$ cat src/assert_macros.svh
// Assertion helpers shared by the RTL. Each macro expects clk and rst_n in scope.
`ifndef ASSERT_MACROS_SVH
`define ASSERT_MACROS_SVH
`ifndef SYNTHESIS
`define ASSERT_IMPLY(label, ante, cons, msg) \
    label: assert property (@(posedge clk) disable iff (!rst_n) (ante) |-> (cons)) \
        else $error(msg);
`define ASSERT_NEXT(label, ante, cons, msg) \
    label: assert property (@(posedge clk) disable iff (!rst_n) (ante) |=> (cons)) \
        else $error(msg);
`else
`define ASSERT_IMPLY(label, ante, cons, msg)
`define ASSERT_NEXT(label, ante, cons, msg)
`endif
`endif

$ cat src/lzx_med_pkg.sv
`timescale 1ns / 1ps

package lzx_med_pkg;

    localparam int SYM_W   = 12;
    localparam int LSYM_W  = 8;
    localparam int FOOT_W  = 17;
    localparam int ASYM_W  = 3;
    localparam int OFS_W   = 25;
    localparam int LEN_W   = 9;
    localparam int LIT_W   = 8;
    localparam int SLOT_W  = 9;
    localparam int FBITS_W = 5;
    localparam int EXTRA_W = FOOT_W + ASYM_W;
    localparam int HDR_W   = 3;

    localparam int S_TDATA_W = 120;
    localparam int M_TDATA_W = 48;

    localparam logic OP_DECODE = 1'b0;
    localparam logic OP_LOAD   = 1'b1;

    localparam logic [SYM_W-1:0]   FIRST_MATCH_SYM = 12'd256;
    localparam logic [HDR_W-1:0]   HDR_LONG        = 3'd7;
    localparam logic [LEN_W-1:0]   LEN_MAX         = 9'd257;
    localparam logic [LEN_W-1:0]   LEN_LONG_BIAS   = 9'd9;
    localparam logic [LEN_W-1:0]   LEN_MIN         = 9'd2;
    localparam logic [OFS_W-1:0]   OFS_BIAS        = 25'd2;
    localparam logic [OFS_W-1:0]   OFS_RESET       = 25'd1;
    localparam logic [FBITS_W-1:0] ALIGN_BITS      = 5'd3;
    localparam logic [FBITS_W-1:0] FOOT_BITS_MAX   = 5'd17;

    typedef struct packed {
        logic [OFS_W-1:0]  load_third;
        logic [OFS_W-1:0]  load_second;
        logic [OFS_W-1:0]  load_first;
        logic [ASYM_W-1:0] aligned_symbol;
        logic [FOOT_W-1:0] footer_value;
        logic [LSYM_W-1:0] length_symbol;
        logic [SYM_W-1:0]  main_symbol;
    } in_item_t;

    localparam int ITEM_W = $bits(in_item_t);

    function automatic logic [FBITS_W-1:0] slot_foot_width(input logic [SLOT_W-1:0] slot);
        logic [SLOT_W-1:0] t;
        begin
            t = slot - 9'd2;
            priority if (slot < 9'd4)
            begin
                return '0;
            end
            else if (slot < 9'd36)
            begin
                return t[FBITS_W:1];
            end
            else
            begin
                return FOOT_BITS_MAX;
            end
        end
    endfunction

    function automatic logic [OFS_W-1:0] slot_base(input logic [SLOT_W-1:0] slot);
        logic [SLOT_W-1:0] t;
        logic [4:0]        sh;
        begin
            t  = slot - 9'd34;
            sh = 5'(slot[SLOT_W-1:1]) - 5'd1;
            priority if (slot < 9'd4)
            begin
                return OFS_W'(slot);
            end
            else if (slot < 9'd38)
            begin
                return {{(OFS_W-2){1'b0}}, 1'b1, slot[0]} << sh;
            end
            else
            begin
                return {t[7:0], {FOOT_W{1'b0}}};
            end
        end
    endfunction

    function automatic logic [FOOT_W-1:0] low_mask(input logic [FBITS_W-1:0] bits);
        begin
            return ~({FOOT_W{1'b1}} << bits);
        end
    endfunction

endpackage

$ cat src/lzx_match_element_decoder.sv
// Channel   Dir  Fields (lowest bit first)
// s_axis    in   tuser: opcode; tdata: main_symbol, length_symbol, footer_value,
//                aligned_symbol, load_first, load_second, load_third
// m_axis    out  tuser: is_literal; tdata: literal_byte, match_offset, match_length
// cfg       in   cfg_wr_data: aligned_mode, written when cfg_wr_en is high
//
// One request per cycle is accepted while the output is not stalled. A decode request
// passes the stage register, then its result is registered in the output register; load
// requests give no result. The recent-offset update is a mux and an add-subtract in
// the compute stage, which sets the single-cycle throughput. Reset sets the recent
// offsets to one and clears aligned_mode and all valid flags. A stalled output holds
// its result while the input stage keeps taking requests until the stage register is full.
`timescale 1ns / 1ps
`include "assert_macros.svh"

module lzx_match_element_decoder
    import lzx_med_pkg::*;
#(
    parameter int NUM_POSITION_SLOTS = 289
)
(
    input  logic                 clk,
    input  logic                 rst_n,
    input  logic                 cfg_wr_en,
    input  logic                 cfg_wr_data,
    input  logic                 s_axis_tvalid,
    output logic                 s_axis_tready,
    // main_symbol[11:0], length_symbol[19:12], footer_value[36:20],
    // aligned_symbol[39:37], load_first[64:40], load_second[89:65],
    // load_third[114:90], zero fill above
    input  logic [S_TDATA_W-1:0] s_axis_tdata,
    // opcode
    input  logic                 s_axis_tuser,
    output logic                 m_axis_tvalid,
    input  logic                 m_axis_tready,
    // literal_byte[7:0], match_offset[32:8], match_length[41:33], zero fill above
    output logic [M_TDATA_W-1:0] m_axis_tdata,
    // is_literal
    output logic                 m_axis_tuser
);

    localparam logic [SLOT_W-1:0] SLOT_MAX = SLOT_W'(NUM_POSITION_SLOTS - 1);

    logic             aligned_mode_reg;
    logic             s1_valid_reg;
    logic             s1_op_reg;
    in_item_t         s1_item_reg;
    logic [OFS_W-1:0] recent_first_reg, recent_second_reg, recent_third_reg;
    logic [OFS_W-1:0] recent_first_next, recent_second_next, recent_third_next;
    logic             m_valid_reg;
    logic             m_lit_reg;
    logic [LIT_W-1:0] m_byte_reg;
    logic [OFS_W-1:0] m_ofs_reg;
    logic [LEN_W-1:0] m_len_reg;

    logic               advance;
    logic               s1_fire;
    logic               is_lit;
    logic [SYM_W-1:0]   code;
    logic [SLOT_W-1:0]  slot_raw, slot;
    logic [HDR_W-1:0]   header;
    logic [LEN_W-1:0]   long_len, length;
    logic [FBITS_W-1:0] fbits;
    logic [FOOT_W-1:0]  foot_masked;
    logic [EXTRA_W-1:0] extra;
    logic [OFS_W-1:0]   new_ofs, offset;
    logic [LIT_W-1:0]   lit_byte;

    assign advance       = !m_valid_reg || m_axis_tready;
    assign s1_fire       = s1_valid_reg && advance;
    assign s_axis_tready = !s1_valid_reg || advance;

    assign is_lit   = (s1_item_reg.main_symbol < FIRST_MATCH_SYM);
    assign lit_byte = s1_item_reg.main_symbol[LIT_W-1:0];
    assign code     = s1_item_reg.main_symbol - FIRST_MATCH_SYM;
    assign header   = code[HDR_W-1:0];
    assign slot_raw = code[SYM_W-1:HDR_W];
    assign slot     = (slot_raw > SLOT_MAX) ? SLOT_MAX : slot_raw;

    assign long_len = LEN_W'(s1_item_reg.length_symbol) + LEN_LONG_BIAS;

    always_comb
    begin
        if (header == HDR_LONG)
        begin
            length = (long_len > LEN_MAX) ? LEN_MAX : long_len;
        end
        else
        begin
            length = LEN_W'(header) + LEN_MIN;
        end
    end

    assign fbits = slot_foot_width(slot);

    always_comb
    begin
        if (aligned_mode_reg && (fbits >= ALIGN_BITS))
        begin
            foot_masked = s1_item_reg.footer_value & low_mask(fbits - ALIGN_BITS);
            extra       = {foot_masked, s1_item_reg.aligned_symbol};
        end
        else
        begin
            foot_masked = s1_item_reg.footer_value & low_mask(fbits);
            extra       = EXTRA_W'(foot_masked);
        end
    end

    assign new_ofs = slot_base(slot) + OFS_W'(extra) - OFS_BIAS;

    always_comb
    begin
        recent_first_next  = recent_first_reg;
        recent_second_next = recent_second_reg;
        recent_third_next  = recent_third_reg;
        offset             = new_ofs;
        if (s1_op_reg == OP_LOAD)
        begin
            recent_first_next  = s1_item_reg.load_first;
            recent_second_next = s1_item_reg.load_second;
            recent_third_next  = s1_item_reg.load_third;
        end
        else if (!is_lit)
        begin
            priority if (slot == 9'd0)
            begin
                offset = recent_first_reg;
            end
            else if (slot == 9'd1)
            begin
                offset             = recent_second_reg;
                recent_second_next = recent_first_reg;
                recent_first_next  = recent_second_reg;
            end
            else if (slot == 9'd2)
            begin
                offset            = recent_third_reg;
                recent_third_next = recent_first_reg;
                recent_first_next = recent_third_reg;
            end
            else
            begin
                recent_third_next  = recent_second_reg;
                recent_second_next = recent_first_reg;
                recent_first_next  = new_ofs;
            end
        end
    end

    always_ff @(posedge clk or negedge rst_n)
    begin
        if (!rst_n)
        begin
            aligned_mode_reg  <= 1'b0;
            s1_valid_reg      <= 1'b0;
            m_valid_reg       <= 1'b0;
            recent_first_reg  <= OFS_RESET;
            recent_second_reg <= OFS_RESET;
            recent_third_reg  <= OFS_RESET;
        end
        else
        begin
            if (cfg_wr_en)
            begin
                aligned_mode_reg <= cfg_wr_data;
            end
            if (s_axis_tready)
            begin
                s1_valid_reg <= s_axis_tvalid;
            end
            if (advance)
            begin
                m_valid_reg <= s1_valid_reg && (s1_op_reg == OP_DECODE);
            end
            if (s1_fire)
            begin
                recent_first_reg  <= recent_first_next;
                recent_second_reg <= recent_second_next;
                recent_third_reg  <= recent_third_next;
            end
        end
    end

    always_ff @(posedge clk)
    begin
        if (s_axis_tready && s_axis_tvalid)
        begin
            s1_op_reg   <= s_axis_tuser;
            s1_item_reg <= in_item_t'(s_axis_tdata[ITEM_W-1:0]);
        end
        if (s1_fire)
        begin
            m_lit_reg  <= is_lit;
            m_byte_reg <= is_lit ? lit_byte : '0;
            m_ofs_reg  <= is_lit ? '0 : offset;
            m_len_reg  <= is_lit ? '0 : length;
        end
    end

    assign m_axis_tvalid = m_valid_reg;
    assign m_axis_tuser  = m_lit_reg;
    assign m_axis_tdata  = M_TDATA_W'({m_len_reg, m_ofs_reg, m_byte_reg});

    `ASSERT_IMPLY(a_lit_clean, m_valid_reg && m_lit_reg,
        (m_ofs_reg == '0) && (m_len_reg == '0), "literal result carries match fields")
    `ASSERT_IMPLY(a_match_len, m_valid_reg && !m_lit_reg,
        (m_len_reg >= LEN_MIN) && (m_len_reg <= LEN_MAX) && (m_byte_reg == '0),
        "match result out of range")
    `ASSERT_NEXT(a_load_sets, s1_fire && (s1_op_reg == OP_LOAD),
        (recent_first_reg == $past(s1_item_reg.load_first))
            && (recent_third_reg == $past(s1_item_reg.load_third)),
        "load did not set recent offsets")
    `ASSERT_NEXT(a_load_silent, advance && s1_valid_reg && (s1_op_reg == OP_LOAD),
        !m_valid_reg, "load produced a result")
    `ASSERT_NEXT(a_rep0_keeps,
        s1_fire && (s1_op_reg == OP_DECODE) && !is_lit && (slot == 9'd0),
        $stable(recent_first_reg) && $stable(recent_second_reg)
            && $stable(recent_third_reg),
        "repeat of first offset changed the queue")

endmodule
$ cat config.mk
export PLATFORM = sky130hd
export DESIGN_NAME = lzx_match_element_decoder
export DESIGN_NICKNAME = d
export VERILOG_FILES = /design/src/lzx_med_pkg.sv /design/src/lzx_match_element_decoder.sv
export VERILOG_INCLUDE_DIRS = /design/src /design/src/src
export SDC_FILE = /design/constraint.sdc
export NUM_CORES = 1
export LEC_CHECK = 0
export ABC_AREA = 1
export BUFFER_PORTS_ARGS = -buffer_cell sky130_fd_sc_hd__buf_2
export CAP_MARGIN = 20
export CORE_AREA = 2 2 184 186
export CTS_BUF_LIST = sky130_fd_sc_hd__clkbuf_8
export DETAILED_ROUTE_END_ITERATION = 8
export DIE_AREA = 0 0 186 188
export PLACE_DENSITY = 0.62
export SKIP_CTS_REPAIR_TIMING = 1
export SLEW_MARGIN = 20
export SYNTH_ARGS = -nofsm -noshare
export SYNTH_HDL_FRONTEND = slang
export SYNTH_SLANG_ARGS = --single-unit
$ cat constraint.sdc
create_clock -name clk -period 5.4 [get_ports clk]
set_input_delay 0.54 -clock clk [delete_from_list [all_inputs] [get_ports clk]]
set_output_delay 0.54 -clock clk [all_outputs]
set_load 0.01 [all_outputs]
After elaboration in Yosys (flattened, before gate mapping) --
Cells that the tools add are included.
Storage, ports and cells: register bits 237, word-level logic and storage cells 85
Cells by class: eq/ne operators 7, mux-type cells 24, bitwise operators 5, shift-type cells 3, order comparisons 7, reductions and logical operators 12, add/subtract/negate cells 9
Operators with widths (number):
- $mux W25 | 18
- $and A17 B17 Y17 | 2
- $not A17 Y17 | 2
- $shl A17 B5 Y17 const A | 2
- $mux W9 | 3
- $add A25 B20 Y25 | 1
- $shl A2 B5 Y25 | 1
- $sub A25 B2 Y25 const B | 1
- $mux W20 | 1
- $gt A9 B9 Y1 const B | 2
- $lt A9 B6 Y1 const B | 2
- $lt A12 B9 Y1 const B | 1
- $sub A12 B9 Y12 const B | 1
- $mux W5 | 2
- $add A8 B4 Y9 const B | 1
- $eq A9 B1 Y1 const B | 1
- $eq A9 B2 Y1 const B | 1
- $logic_not A9 Y1 | 1
- $lt A9 B3 Y1 const B | 1
- $reduce_and A4 Y1 | 2
- $sub A8 B6 Y8 const B | 1
- $ne A2 B2 Y1 const B | 3
- $sub A6 B2 Y6 const B | 1
- $ge A5 B2 Y1 const B | 1
- other kinds (10) | 15

Longest topological paths before layout --
word-level depth 18, mapped depth 42

Worst setup path before layout --
Ideal clock, no wire load.
kind register to register, start register s1_item_reg[8] (netlist name), end register m_ofs_reg[18] (data pin), slack -0.267 ns, stages on the path, launching flop included 42, clock period less this slack 5.667 ns, data arrival time 5.397 ns, path through edfxtp_1 inv_2 ha_1 nand2_1 nor2_1 nand2_1 nand2_1 nand2_2 nand2_4 buf_6 inv_1 nor2_1 inv_1 ha_1 ha_1 nor2_1 nand2_2 inv_2 [... 6 more ...] nand2_1 a31oi_1 ha_1 inv_1 ha_1 a21oi_1 nand2_1 a21oi_1 o21ai_0 a21oi_1 o21ai_0 nand2_1 nand2_1 or2_2 nand2_1 nand2_1 a21oi_1 a21oi_1
On the way: cells in the longest elaborated chain, start to end 17, elaborated cells between the ends (all ways) 34, classes of those cells add/sub (7); order compare (6); eq/ne (2); shift (3); mux (10); bitwise (4); reduce/logical (2)
Ends and longest elaborated chain:
- start, declared | line lzx_match_element_decoder.sv:47 | in_item_t s1_item_reg;
- start signal, assigned | line lzx_match_element_decoder.sv:190 | s1_item_reg <= in_item_t'(s_axis_tdata[ITEM_W-1:0]);
- $sub A12 B9 Y12 | line lzx_match_element_decoder.sv:75 | assign code = s1_item_reg.main_symbol - FIRST_MATCH_SYM;
- $gt A9 B9 Y1 | line lzx_match_element_decoder.sv:78 | assign slot = (slot_raw > SLOT_MAX) ? SLOT_MAX : slot_raw;
- $mux W9 | line lzx_match_element_decoder.sv:78
- $lt A9 B6 Y1 / $sub A6 B2 Y6 (equally long branches) | line lzx_med_pkg.sv:53, lzx_med_pkg.sv:48
- $mux W5 | line lzx_med_pkg.sv:53 | else if (slot < 9'd36)
- $mux W5 | line lzx_med_pkg.sv:49 | priority if (slot < 9'd4)
- $sub A5 B2 Y5 | line lzx_match_element_decoder.sv:100 | foot_masked = s1_item_reg.footer_value & low_mask(fbits - ALIGN_BITS);
- $shl A17 B5 Y17 | line lzx_med_pkg.sv:87 | return ~({FOOT_W{1'b1}} << bits);
- $not A17 Y17 | line lzx_med_pkg.sv:87
- $and A17 B17 Y17 | line lzx_match_element_decoder.sv:100
- $mux W20 | line lzx_match_element_decoder.sv:98 | if (aligned_mode_reg && (fbits >= ALIGN_BITS))
- $add A25 B20 Y25 | line lzx_match_element_decoder.sv:110 | assign new_ofs = slot_base(slot) + OFS_W'(extra) - OFS_BIAS;
- $sub A25 B2 Y25 | line lzx_match_element_decoder.sv:110
- $mux W25 | line lzx_match_element_decoder.sv:136 | else if (slot == 9'd2)
- $mux W25 | line lzx_match_element_decoder.sv:130 | else if (slot == 9'd1)
- $mux W25 | line lzx_match_element_decoder.sv:126 | priority if (slot == 9'd0)
- $mux W25 | line lzx_match_element_decoder.sv:118 | if (s1_op_reg == OP_LOAD)
- end signal, assigned | line lzx_match_element_decoder.sv:196 | m_ofs_reg <= is_lit ? '0 : offset;
- end, declared | line lzx_match_element_decoder.sv:53 | logic [OFS_W-1:0] m_ofs_reg;
Several ways; a longest one is shown, not always the timed one. A chain may end at the register's enable or synchronous reset.

Final worst setup path --
start register s1_item_reg[8] (netlist name), end register m_ofs_reg[19] (data pin)
Same word-level chain as after synthesis.

==> summary.txt <==
========================================================================================
Placed Instance Area ......................................................  15400 sq um
Total via count after detailed routing ....................................        11500
Time the final worst path needs with I/O delays and setup .................      5320 ps
Post-route design area ....................................................  17700 sq um
Max-cap violations ........................................................            0
CTS Buf Count .............................................................           44
Number of nets in the final layout ........................................         1958
Global-route wire length before repair .................................... 58800 microns
Setup TNS .................................................................         0 ps
Highest attainable clock frequency ........................................    0.188 GHz
Top-level I/O count .......................................................          178
Via count of the first global-routing pass ................................        11200
Warnings from Yosys .......................................................            0
Proportion of power drawn by the clock network ............................        23.2%
Sort of element at the start of the critical path .........................    flip-flop
Cell internal pwr .........................................................      4.62 mW
Proportion of layout cells with a drive suffix above 1 ....................        36.2%
Transition time at the pin with the least slew margin .....................       997 ps
Worst-skew pair later-pin latency .........................................       600 ps
Detailed placement HPWL ................................................... 26400 microns
Sequential cell area fraction in the yosys report .........................        51.8%
Site row count ............................................................           67
Most numerous cell in the Yosys netlist ................................... sky130_fd_sc_hd__nand2_1
Number of antenna violations at the first check in global routing .........            0
Cell leakage power ........................................................      7.94 nW
Critical-path cell with the highest stage delay ........................... sky130_fd_sc_hd__edfxtp_1
Pwr dens ..................................................................  408 nW/um^2
DRC Markers ...............................................................            0
Setup Viol. Count Final ...................................................            0
Layout Area Growth over Synthesis .........................................        36.1%
Initial drt markers .......................................................          695
Final hold violation count ................................................            0
Relative contribution of sequential cells to total power ..................        34.6%
Clock tree from TritonCTS .................................................          yes
VDD IR-drop max ...........................................................       247 uV
Post-route non-filler standard cell count .................................         2258
Overflow left after global routing ........................................            0
RSZ-0062 raised after global routing ......................................         true
Cell repeated most along the worst path ................................... sky130_fd_sc_hd__inv_2
Count of port buffers added during placement ..............................          166
Global routing usage summed across all routing layers .....................        21.7%
Initial cell density of the core ..........................................        39.2%
Kind of path behind the tightest hold check ............................... primary input to flip-flop
Pin count of the biggest net entering global routing ......................           76
Maximum number of buffers from clock root to sink .........................            3
Post-synth top cells ...................................................... sky130_fd_sc_hd__nand2_1, sky130_fd_sc_hd__inv_1, sky130_fd_sc_hd__edfxtp_1
Flip-flop and latch count after synthesis .................................          237
Clock Sink Count ..........................................................          237
Number of flip-flops in the largest register ..............................          107
Kind of critical path ..................................................... flip-flop to flip-flop
Die Ht ....................................................................  188 microns
Antenna viol nets, final ..................................................            0
Antenna diode count .......................................................            0
Crit path capture type ....................................................    flip-flop
Unique masters post-synth .................................................           61
Drt via density ...........................................................         5.09
Slowest cell delay on critical path .......................................       350 ps
Worst-path maximum fanout .................................................            7
Count of placed standard cells including taps .............................         2151
Syn Inst Count ............................................................         1430
Clk pin slew, worst setup/hold paths ......................................        60 ps
Die X-Extent ..............................................................  186 microns
Data required, critical path ..............................................      5730 ps
Combinational share of power ..............................................        42.2%
Number of search-and-repair iterations in the first detailed-routing pass .            5
Cell chosen for the clock root ............................................ sky130_fd_sc_hd__clkbuf_8
Clock Skew ................................................................      16.3 ps
Fraction of synthesized cell area taken by the top area cell type .........        36.8%
Sw Pwr ....................................................................      2.60 mW
Number of enable flip-flop cells after synthesis ..........................          159
Die Footprint .............................................................  35000 sq um
Final weighted congestion in routability-driven placement .................        0.883
Dominant cells by area after synthesis .................................... sky130_fd_sc_hd__edfxtp_1, sky130_fd_sc_hd__dfrtp_1, sky130_fd_sc_hd__nand2_1, sky130_fd_sc_hd__inv_1, sky130_fd_sc_hd__ha_1
Mapped Area ...............................................................  13000 sq um
Core Box Area .............................................................  33100 sq um
Slew Viols, Final .........................................................            0
Tightest hold margin ......................................................       111 ps
Aggregate routed wire length .............................................. 38500 microns
Flip-flop cell with the highest count after synthesis ..................... sky130_fd_sc_hd__edfxtp_1
Share of synthesized flip-flops with an asynchronous set or reset .........        32.9%
Detailed-route wire length per cell ....................................... 17.0 microns
Synth Area per Inst .......................................................   9.08 sq um
Sw frac ...................................................................        36.0%
Run status ................................................................ complete, no violations
Relative slew slack .......................................................        33.5%
CTS H-tree lvls ...........................................................            2
Portion of the clock cycle consumed by the worst path in the final layout .        98.6%
Cell taking the most area after synthesis ................................. sky130_fd_sc_hd__edfxtp_1
Data arrival, critical path ...............................................      5660 ps
========================================================================================
[path summary, 6_finish.rpt]
path,from,end,slack (ps),cells past startpoint
min,s_axis_tdata[26],s1_item_reg[26],110,1
max,s1_item_reg[8],m_ofs_reg[19],80,39
min in group asynchronous,rst_n,s1_valid_reg,380,2
max in group asynchronous,rst_n,recent_second_reg[13],3920,3
max reg2reg,s1_item_reg[8],m_ofs_reg[19],80,39
min reg2reg,recent_first_reg[4],recent_first_reg[4],500,2
[per-stage QoR]
| stage | util, % | setup slack, ps | power (mW) |
|---|---|---|---|
| floorplan | - | 35.0 | 3.90 |
| global placement | 46.6 | -247 | 4.90 |
| detailed placement | 46.6 | -237 | 4.93 |
| CTS | 49.1 | -304 | 6.65 |
| global route | 53.4 | -131 | 7.69 |
| finish | 53.4 | 76.8 | 7.21 |
[per-layer routing]
layer / vias up / routed length, microns / track usage (%)
li1: 5575 / - / -
met1: 5416 / 16800 / 29.6
met2: 409 / 17800 / 33.9
met3: 85 / 2470 / 4.23
met4: 0 / 1390 / 8.45
met5: - / 0 / 0
[layout make-up]
type	instances	area, sq um
tap	448	561
sequential	237	6730
clock inverter	32	175
timing repair buffer	353	2330
clock buffer	49	674
inverter	208	798
multi-input combinational	931	6410
fill	3021	15400
[critical path: cells and delay by family (launching register included)]
family                   cells  cell delay [ps]
AO/OA/AOI/OAI                7             1040
XOR/XNOR                     1              290
adder cells (fa/ha/maj)      4             1010
buffers and inverters       10              920
flip-flops                   1              350
AND/OR/NAND/NOR             17             1420
[power by group through the flow]
stage / Sequential (mW) / Combinational (mW) / Clock (mW)
floorplan: 2.52 / 1.38 / 0
global placement: 2.52 / 2.38 / 0
detailed placement: 2.52 / 2.42 / 0
CTS: 2.49 / 2.44 / 1.73
global route: 2.53 / 3.36 / 1.81
finish: 2.49 / 3.05 / 1.67
[layout by cell type, fill, tap and decap left out, types with 6 or more instances in the layout]
cell / count
sky130_fd_sc_hd__a22oi_1: 21
sky130_fd_sc_hd__clkinv_2: 7
sky130_fd_sc_hd__conb_1: 6
sky130_fd_sc_hd__dfrtp_1: 75
sky130_fd_sc_hd__ha_1: 26
sky130_fd_sc_hd__a31oi_4: 8
sky130_fd_sc_hd__o21ai_0: 116
sky130_fd_sc_hd__o22ai_1: 33
sky130_fd_sc_hd__or2_2: 11
sky130_fd_sc_hd__buf_6: 13
sky130_fd_sc_hd__o211ai_1: 11
sky130_fd_sc_hd__a21oi_4: 14
sky130_fd_sc_hd__nand3_2: 9
sky130_fd_sc_hd__ha_4: 25
sky130_fd_sc_hd__nand2_2: 30
sky130_fd_sc_hd__nand2_4: 9
sky130_fd_sc_hd__nor2_2: 12
sky130_fd_sc_hd__nor2_4: 14
sky130_fd_sc_hd__xnor2_1: 6
sky130_fd_sc_hd__nand3_1: 35
sky130_fd_sc_hd__o21ai_2: 13
sky130_fd_sc_hd__inv_2: 31
sky130_fd_sc_hd__a21oi_2: 15
sky130_fd_sc_hd__mux2i_1: 12
sky130_fd_sc_hd__buf_4: 171
sky130_fd_sc_hd__nand2_1: 198
sky130_fd_sc_hd__edfxtp_1: 159
sky130_fd_sc_hd__xor2_1: 12
sky130_fd_sc_hd__o21ai_1: 11
sky130_fd_sc_hd__nor2_1: 108
sky130_fd_sc_hd__a21oi_1: 90
sky130_fd_sc_hd__clkbuf_8: 49
sky130_fd_sc_hd__buf_2: 165
sky130_fd_sc_hd__inv_1: 189
sky130_fd_sc_hd__nand4_1: 7
[logic make-up after synthesis]
family	count (synthesis)	synth area share (%)
xor+xnor	28	2.03
simple gates	455	15.0
compound gates	374	16.6
mux	12	0.925
fa+ha+maj	56	5.45
buf+inv	267	8.16
other cells	1	0.0289
flops	237	51.8
Power figures use the tool's default switching activity.
